==> src/sv/cfp_pkg.sv <==
// Shared types and constants of the checksummed frame parser.
package cfp_pkg;

  typedef enum logic [1:0] {
    ST_INCOMPLETE = 2'd0,
    ST_PARSED     = 2'd1,
    ST_HDR_ERR    = 2'd2,
    ST_DATA_ERR   = 2'd3
  } status_e;

  localparam logic [7:0] SYNC_FIRST  = 8'd10;
  localparam logic [7:0] SYNC_SECOND = 8'd60;

  // header byte positions; HDR_DONE marks a completed header
  localparam logic [2:0] HDR_SYNC0  = 3'd0;
  localparam logic [2:0] HDR_SYNC1  = 3'd1;
  localparam logic [2:0] HDR_ACK    = 3'd2;
  localparam logic [2:0] HDR_SEQ    = 3'd3;
  localparam logic [2:0] HDR_LEN    = 3'd4;
  localparam logic [2:0] HDR_CHK_LO = 3'd5;
  localparam logic [2:0] HDR_CHK_HI = 3'd6;
  localparam logic [2:0] HDR_DONE   = 3'd7;

  localparam int unsigned ACK_ERR_BIT = 7;

endpackage

==> src/sv/cfp_stream_if.sv <==
// Valid/ready channel interfaces for received bytes and parse results.
interface cfp_rx_if;
  logic       valid;
  logic       ready;
  logic [7:0] rx_byte;

  modport source (output valid, output rx_byte, input ready);
  modport sink   (input valid, input rx_byte, output ready);
endinterface

interface cfp_res_if;
  logic                valid;
  logic                ready;
  cfp_pkg::status_e    status;
  logic                payload_valid;
  logic [7:0]          payload_byte;
  logic [7:0]          payload_offset;
  logic [6:0]          ack_index;
  logic                ack_error;
  logic [7:0]          frame_sequence;
  logic [7:0]          frame_length;

  modport source (output valid, output status, output payload_valid, output payload_byte,
                  output payload_offset, output ack_index, output ack_error,
                  output frame_sequence, output frame_length, input ready);
  modport sink   (input valid, input status, input payload_valid, input payload_byte,
                  input payload_offset, input ack_index, input ack_error,
                  input frame_sequence, input frame_length, output ready);
endinterface

==> src/sv/checksummed_frame_parser_top.sv <==
// Checksummed frame parser: per-byte header/payload recognition with Fletcher checks.
// Each accepted byte's result is registered in the output register.
// Throughput: one byte per cycle while the output register can take it; the per-byte work is one
// compare and two 8-bit adds feeding the parser state and the result register.
// Input ready follows the output register: free or being drained in the same cycle.
// Reset (asynchronous, active low) returns the parser to header byte 0 with empty sums.
module checksummed_frame_parser_top (
  input  logic      clk_i,
  input  logic      rst_ni,
  cfp_rx_if.sink    in_i,
  cfp_res_if.source out_o
);
  import cfp_pkg::*;

  logic [2:0] hdr_pos_q, hdr_pos_d;
  logic [8:0] pay_pos_q, pay_pos_d;
  logic [7:0] hsum_lo_q, hsum_lo_d, hsum_hi_q, hsum_hi_d;
  logic [7:0] psum_lo_q, psum_lo_d, psum_hi_q, psum_hi_d;
  logic [7:0] ack_q, ack_d;
  logic [7:0] seq_q, seq_d;
  logic [7:0] len_q, len_d;

  logic       out_valid_q;
  status_e    status_q, status_d;
  logic       pv_q, pv_d;
  logic [7:0] pbyte_q, pbyte_d;
  logic [7:0] poff_q, poff_d;
  logic [6:0] ack_idx_q, ack_idx_d;
  logic       ack_err_q, ack_err_d;
  logic [7:0] fseq_q, fseq_d;
  logic [7:0] flen_q, flen_d;

  logic       accept;
  logic       restart;
  logic [7:0] b;
  logic [7:0] hlo_add, plo_add;
  logic       hdr_bad, hdr_add;

  assign in_i.ready = !out_valid_q || out_o.ready;
  assign accept     = in_i.valid && in_i.ready;
  assign b          = in_i.rx_byte;
  assign hlo_add    = hsum_lo_q + b;
  assign plo_add    = psum_lo_q + b;

  always_comb begin
    hdr_pos_d = hdr_pos_q;
    pay_pos_d = pay_pos_q;
    hsum_lo_d = hsum_lo_q;
    hsum_hi_d = hsum_hi_q;
    psum_lo_d = psum_lo_q;
    psum_hi_d = psum_hi_q;
    ack_d     = ack_q;
    seq_d     = seq_q;
    len_d     = len_q;
    restart   = 1'b0;
    hdr_bad   = 1'b0;
    hdr_add   = 1'b1;

    status_d  = ST_INCOMPLETE;
    pv_d      = 1'b0;
    pbyte_d   = '0;
    poff_d    = '0;
    ack_idx_d = '0;
    ack_err_d = 1'b0;
    fseq_d    = '0;
    flen_d    = '0;

    if (hdr_pos_q != HDR_DONE) begin
      case (hdr_pos_q)
        HDR_SYNC0:  hdr_bad = (b != SYNC_FIRST);
        HDR_SYNC1:  hdr_bad = (b != SYNC_SECOND);
        HDR_ACK:    ack_d = b;
        HDR_SEQ:    seq_d = b;
        HDR_LEN:    len_d = b;
        HDR_CHK_LO: begin
          hdr_bad = (b != hsum_lo_q);
          hdr_add = 1'b0;
        end
        default: begin
          hdr_bad = (b != hsum_hi_q);
          hdr_add = 1'b0;
        end
      endcase
      if (hdr_bad) begin
        status_d = ST_HDR_ERR;
        restart  = 1'b1;
      end else begin
        if (hdr_add) begin
          hsum_lo_d = hlo_add;
          hsum_hi_d = hsum_hi_q + hlo_add;
        end
        hdr_pos_d = hdr_pos_q + 3'd1;
      end
    end else if (pay_pos_q < {1'b0, len_q}) begin
      pv_d      = 1'b1;
      pbyte_d   = b;
      poff_d    = pay_pos_q[7:0];
      psum_lo_d = plo_add;
      psum_hi_d = psum_hi_q + plo_add;
      pay_pos_d = pay_pos_q + 9'd1;
    end else if (pay_pos_q == {1'b0, len_q}) begin
      if (b != psum_lo_q) begin
        status_d = ST_DATA_ERR;
        restart  = 1'b1;
      end else begin
        pay_pos_d = pay_pos_q + 9'd1;
      end
    end else begin
      restart = 1'b1;
      if (b != psum_hi_q) begin
        status_d = ST_DATA_ERR;
      end else begin
        status_d  = ST_PARSED;
        ack_idx_d = ack_q[6:0];
        ack_err_d = ack_q[ACK_ERR_BIT];
        fseq_d    = seq_q;
        flen_d    = len_q;
      end
    end

    // sequence and length bytes are always rewritten before use, so left as is
    if (restart) begin
      hdr_pos_d = HDR_SYNC0;
      pay_pos_d = '0;
      hsum_lo_d = '0;
      hsum_hi_d = '0;
      psum_lo_d = '0;
      psum_hi_d = '0;
      ack_d     = '0;
    end
  end

  always_ff @(posedge clk_i or negedge rst_ni) begin
    if (!rst_ni) begin
      hdr_pos_q   <= HDR_SYNC0;
      pay_pos_q   <= '0;
      hsum_lo_q   <= '0;
      hsum_hi_q   <= '0;
      psum_lo_q   <= '0;
      psum_hi_q   <= '0;
      ack_q       <= '0;
      out_valid_q <= 1'b0;
    end else begin
      if (accept) begin
        hdr_pos_q <= hdr_pos_d;
        pay_pos_q <= pay_pos_d;
        hsum_lo_q <= hsum_lo_d;
        hsum_hi_q <= hsum_hi_d;
        psum_lo_q <= psum_lo_d;
        psum_hi_q <= psum_hi_d;
        ack_q     <= ack_d;
      end
      if (in_i.ready) begin
        out_valid_q <= in_i.valid;
      end
    end
  end

  always_ff @(posedge clk_i) begin
    if (accept) begin
      seq_q     <= seq_d;
      len_q     <= len_d;
      status_q  <= status_d;
      pv_q      <= pv_d;
      pbyte_q   <= pbyte_d;
      poff_q    <= poff_d;
      ack_idx_q <= ack_idx_d;
      ack_err_q <= ack_err_d;
      fseq_q    <= fseq_d;
      flen_q    <= flen_d;
    end
  end

  assign out_o.valid          = out_valid_q;
  assign out_o.status         = status_q;
  assign out_o.payload_valid  = pv_q;
  assign out_o.payload_byte   = pbyte_q;
  assign out_o.payload_offset = poff_q;
  assign out_o.ack_index      = ack_idx_q;
  assign out_o.ack_error      = ack_err_q;
  assign out_o.frame_sequence = fseq_q;
  assign out_o.frame_length   = flen_q;

`ifndef SYNTHESIS
  // payload position only advances once the header is complete
  a_pay_after_hdr: assert property (@(posedge clk_i) disable iff (!rst_ni)
    (hdr_pos_q != HDR_DONE) |-> (pay_pos_q == '0))
    else $error("payload position moved during header");

  // never more than the two check bytes past the payload
  a_pay_bound: assert property (@(posedge clk_i) disable iff (!rst_ni)
    (hdr_pos_q == HDR_DONE) |-> (pay_pos_q <= ({1'b0, len_q} + 9'd1)))
    else $error("payload position past check bytes");

  // a payload byte transaction never carries a final status
  a_pay_status: assert property (@(posedge clk_i) disable iff (!rst_ni)
    (out_valid_q && pv_q) |-> (status_q == ST_INCOMPLETE))
    else $error("payload byte with final status");

  // any final status restarts the parser at header byte 0
  a_restart: assert property (@(posedge clk_i) disable iff (!rst_ni)
    (accept && (status_d != ST_INCOMPLETE)) |=>
      (hdr_pos_q == HDR_SYNC0 && psum_lo_q == '0 && hsum_lo_q == '0))
    else $error("parser did not restart after frame end");
`endif

endmodule

==> src/flat_wrapper.sv <==
// flat-port wrapper written by rule: the top's interface ports become plain ports
module checksummed_frame_parser_top_flat import cfp_pkg::*;
  (clk_i, rst_ni, in_i_valid, in_i_rx_byte, in_i_ready, out_o_valid, out_o_status, out_o_payload_valid, out_o_payload_byte, out_o_payload_offset, out_o_ack_index, out_o_ack_error, out_o_frame_sequence, out_o_frame_length, out_o_ready);
  cfp_rx_if in_i_i ();
  cfp_res_if out_o_i ();
  input  logic clk_i;
  input  logic rst_ni;
  input wire logic [$bits(in_i_i.valid)-1:0] in_i_valid;
  input wire logic [$bits(in_i_i.rx_byte)-1:0] in_i_rx_byte;
  output wire logic [$bits(in_i_i.ready)-1:0] in_i_ready;
  output wire logic [$bits(out_o_i.valid)-1:0] out_o_valid;
  output wire logic [$bits(out_o_i.status)-1:0] out_o_status;
  output wire logic [$bits(out_o_i.payload_valid)-1:0] out_o_payload_valid;
  output wire logic [$bits(out_o_i.payload_byte)-1:0] out_o_payload_byte;
  output wire logic [$bits(out_o_i.payload_offset)-1:0] out_o_payload_offset;
  output wire logic [$bits(out_o_i.ack_index)-1:0] out_o_ack_index;
  output wire logic [$bits(out_o_i.ack_error)-1:0] out_o_ack_error;
  output wire logic [$bits(out_o_i.frame_sequence)-1:0] out_o_frame_sequence;
  output wire logic [$bits(out_o_i.frame_length)-1:0] out_o_frame_length;
  input wire logic [$bits(out_o_i.ready)-1:0] out_o_ready;
  assign in_i_i.valid = in_i_valid;
  assign in_i_i.rx_byte = in_i_rx_byte;
  assign in_i_ready = in_i_i.ready;
  assign out_o_valid = out_o_i.valid;
  assign out_o_status = out_o_i.status;
  assign out_o_payload_valid = out_o_i.payload_valid;
  assign out_o_payload_byte = out_o_i.payload_byte;
  assign out_o_payload_offset = out_o_i.payload_offset;
  assign out_o_ack_index = out_o_i.ack_index;
  assign out_o_ack_error = out_o_i.ack_error;
  assign out_o_frame_sequence = out_o_i.frame_sequence;
  assign out_o_frame_length = out_o_i.frame_length;
  assign out_o_i.ready = out_o_ready;
  checksummed_frame_parser_top u_core (.clk_i(clk_i), .rst_ni(rst_ni), .in_i(in_i_i), .out_o(out_o_i));
endmodule
==> config.mk <==
export PLATFORM = sky130hd
export DESIGN_NAME = checksummed_frame_parser_top_flat
export DESIGN_NICKNAME = d
export VERILOG_FILES = /design/src/sv/cfp_pkg.sv /design/src/sv/cfp_stream_if.sv /design/src/sv/checksummed_frame_parser_top.sv /design/src/flat_wrapper.sv
export SDC_FILE = /design/constraint.sdc
export NUM_CORES = 1
export LEC_CHECK = 0
export ABC_AREA = 1
export CELL_PAD_IN_SITES_DETAIL_PLACEMENT = 1
export CELL_PAD_IN_SITES_GLOBAL_PLACEMENT = 2
export CORE_MARGIN = 2
export CORE_UTILIZATION = 40
export CTS_CLUSTER_DIAMETER = 30
export DETAILED_ROUTE_END_ITERATION = 12
export DONT_BUFFER_PORTS = 1
export GPL_ROUTABILITY_DRIVEN = 0
export MAX_ROUTING_LAYER = met4
export PLACE_DENSITY = 0.81
export SLEW_MARGIN = 0
export SYNTH_ARGS = -nofsm -noshare
export SYNTH_HDL_FRONTEND = slang
export SYNTH_SLANG_ARGS = --single-unit
==> constraint.sdc <==
create_clock -name clk_i -period 3 [get_ports clk_i]
set_input_delay 0 -clock clk_i [delete_from_list [all_inputs] [get_ports clk_i]]
set_output_delay 0 -clock clk_i [all_outputs]
set_load 0.1 [all_outputs]
==> key figures <==
Logic synthesis
  – Asr flop ratio synth: 47.3%
  – Avg Cell Area, Syn: 8.81 um^2
  – Register area share after synthesis: 48.9%
  – Yosys reg bits: 112
  – Post-synth EDFFs: 59
  – Yosys cell types: 37
  – Top post-synthesis cells by area: edfxtp_1 (28%), dfrtp_1 (21%), nand2_1 (11%)
  – Synthesized area: 0.00633 mm^2
  – Cells after synthesis: 719
  – Primary FF master, synth: edfxtp_1
  – Share of the synthesized area in the top cell type: 28.0%
  – Synthesized Nets: 778
  – YS warnings: 0
  – Synth area leader: edfxtp_1

STA
  – Period utilisation layout: 92.9%
  – Worst-margin pin slew: 0.921 ns
  – Setup Skew: 0.0154 ns
  – Worst relative slew slack: 38.7%
  – Setup WS post-layout: 0.214 ns
  – Final Max Slew Viols: 0
  – Tmin final: 2.79 ns
  – Fmax: 359 MHz
  – Final setup fails: 0
  – Fin. Hold Viols: 0

Detailed routing
  – Wire length per cell: 17.6 um
  – Drt drc: 0
  – Drt pass-1 iters: 4
  – DRT antenna net count: 0
  – Via count: 4872
  – Vias/cell: 5.06
  – Final WL: 17000 um
  – Starting DRT DRC Count: 262

Place
  – Port-buffer cells: 0
  – Final HPWL DP: 12200 um
  – Placed inst area: 0.00659 mm^2
  – Worst slack, placed: -0.0705 ns

Power and ir drop
  – Leakage power: 3.35 nW
  – VDD IR max: 0.000255 V
  – PD cells: 489 mW/mm^2

Min path
  – Worst hold endpoint: u_core.psum_lo_q[7]$_DFFE_PN0P_
  – Hold Path Stages: 4
  – Worst min path class: in -> reg
  – Min-delay src: in_i_rx_byte[7]

CTS
  – Latest clock arrival within the worst-skew pair: 0.37 ns
  – CTS tree: built
  – CTS Buf Count: 9
  – Register clock-pin slew on the reported worst setup and hold paths: 0.08 ns
  – Clock buffer depth: 2
  – H-tree lvl count: 3
  – Clk sinks: 112
  – Root Buffer: clkbuf_16

Global route
  – First-pass GRT wire length: 27400 um
  – Initial antenna violation count: 0
  – Total congestion overflow: 0
  – Largest net degree at the start of global routing: 54
  – Vias in the first global route: 5043
  – GRT Util Overall: 22.1%

Critical path
  – CP startpoint kind: register
  – R2R Path Start: u_core.hsum_lo_q[0]$_DFFE_PN0P_
  – Crit. End Element: register
  – Reg2reg end: u_core.hsum_hi_q[7]$_DFFE_PN0P_
  – Crit-path slowest cell: dfrtp_1
  – CP Cell Sequence: ha_2 > fa_2 > a21oi_2 > o21ai_1 > nand2_1 > nand2_1 > a21oi_2 > xnor2_2 > ha_4 > a21oi_1 > o21ai_0 > a21oi_2 > nand3b_1 > nand2_1 > nand4_1 > nand2_1
  – Delay-heaviest family, CP: adder cells
  – Worst endpoint required time: 3.26 ns
  – R2R cell count: 16
  – Slowest cell delay on critical path: 0.41 ns
  – Crit path arrival time: 3.04 ns
  – Crit path depth: 16
  – Most frequent CP cell: nand2_1
  – Crit Path Category: reg -> reg
  – Critical Path Fanout Max: 3
  – CP bufs+invs: 0
  – R2r setup slk: 0.21 ns

Die
  – I/O pins: 57
  – Core ar.: 0.0157 mm^2
  – Die width: 130 um
  – Die Height: 130 um
  – Die area: 0.0169 mm^2
  – Row count: 46
  – Initial Util: 40.5%

Flow run
  – Max_cap viols: 0

Final layout
  – # diodes: 0
  – Share of layout cells above drive strength 1: 9.25%
  – Post-layout instance area: 0.00710 mm^2
  – P&R area growth vs syn: 12.1%
  – Final nets: 800

Outcome
  – Status: finished clean
[power breakdown]
| group | total [W] | internal, W | switching, W | leakage, nW |
|---|---|---|---|---|
| Sequential | 0.00188 | 0.00166 | 0.000221 | 1.31 |
| Clock | 0.00119 | 0.000579 | 0.000611 | 0.133 |
| Combinational | 0.000399 | 0.000119 | 0.000280 | 1.91 |
[routing by layer]
layer	track usage (%)	vias up	wire length, um
li1	-	2390	-
met1	28.9	2393	7890
met2	35.8	72	8310
met3	3.28	17	495
met4	7.08	0	263
met5	-	-	0
[state kept, by name, summed over array words and instances (netlist names)]
register / count
u_core.len_q: 8
u_core.hdr_pos_q: 3
u_core.hsum_hi_q: 8
u_core.ack_q: 8
u_core.seq_q: 8
u_core.psum_hi_q: 8
u_core.out_o.payload_valid: 1
u_core.psum_lo_q: 8
u_core.out_o.ack_error: 1
u_core.pay_pos_q: 9
u_core.out_o.valid: 1
u_core.out_o.frame_length: 8
u_core.out_o.payload_byte: 8
u_core.out_o.frame_sequence: 8
u_core.out_o.status: 2
u_core.hsum_lo_q: 8
u_core.out_o.payload_offset: 8
u_core.out_o.ack_index: 7
[cell families after synthesis]
kind of cell / share of synthesized area (%)
xor+xnor: 3.99
simple gates: 24.6
flops: 48.9
buf+inv: 7.33
compound gates: 5.39
fa+ha+maj: 9.76
[metrics by stage]
stage	setup TNS [ns]	util (%)	std cells	hold WS (ns)	power [W]
floorplan	0	-	719	-0.296	0.00219
global placement	0	42.1	931	-0.294	0.00226
detailed placement	-0.0705	42.1	931	-0.295	0.00227
CTS	0	44.9	960	0.00854	0.00350
global route	-0.0108	45.3	962	0.0446	0.00361
finish	0	45.3	962	0.0238	0.00347
[final cells by class]
class,instances,area [um^2]
Inverter,99,373
Tap cell,216,270
Timing Repair Buffer,25,238
Fill cell,1863,8560
Sequential cell,112,3100
Multi-Input combinational cell,494,2830
Clock inverter,7,63.8
Clock buffer,9,225
[Yosys cell counts (2+ instances only)]
library cell / number
nand2_1: 191
nand2_2: 8
edfxtp_1: 59
a31oi_1: 2
nand4_1: 21
o21a_1: 2
ha_1: 43
nand3_2: 3
fa_1: 4
inv_1: 93
clkbuf_1: 4
xnor2_1: 12
xor2_1: 15
a21oi_1: 28
nand3b_1: 6
nor2_2: 3
nor2_1: 59
o21ai_0: 19
o2111ai_1: 2
o21ai_1: 7
or2_2: 3
dfrtp_1: 53
nor3_1: 7
nor4_1: 2
nand3_1: 50
buf_4: 6
buf_2: 2
buf_6: 2
inv_2: 5
[layout by cell type, fill, tap and decap left out, types with 11 or more instances in the layout]
master,count
nand2_1,190
inv_1,93
nor2_1,59
edfxtp_1,59
dfrtp_1,52
nand3_1,50
ha_1,41
a21oi_1,22
nand4_1,21
o21ai_0,17
xor2_1,15
dlygate4sd3_1,12
buf_4,12
xnor2_1,11
[worst max-delay path by stage]
| stage | start | slack (ns) | to |
|---|---|---|---|
| floorplan | u_core.out_o.valid$_DFFE_PN0N_ | 0.31 | u_core.pay_pos_q[3]$_DFFE_PN0P_ |
| global placement | u_core.hsum_lo_q[0]$_DFFE_PN0P_ | 0.04 | u_core.hsum_hi_q[7]$_DFFE_PN0P_ |
| detailed placement | u_core.hsum_lo_q[0]$_DFFE_PN0P_ | -0.07 | u_core.hsum_hi_q[7]$_DFFE_PN0P_ |
| CTS | u_core.hsum_lo_q[0]$_DFFE_PN0P_ | 0.03 | u_core.hsum_hi_q[7]$_DFFE_PN0P_ |
| global route | u_core.hsum_lo_q[0]$_DFFE_PN0P_ | -0.01 | u_core.hsum_hi_q[7]$_DFFE_PN0P_ |
| finish | u_core.hsum_lo_q[0]$_DFFE_PN0P_ | 0.21 | u_core.hsum_hi_q[7]$_DFFE_PN0P_ |
[worst min-delay path: stages]
cell and delay (ns):
xor2_2 0.06, xor2_1 0.17, nand2_1 0.06, nand2_1 0.05
[timing repair]
item	4_1_cts	5_1_grt
setup endpoints to repair	1	25
pin swaps	2	4
hold buffers	13	0
gates resized for setup	3	11
endpoints found under the hold margin	88	0
buffers inserted	0	2
Power figures use the tool's default switching activity.
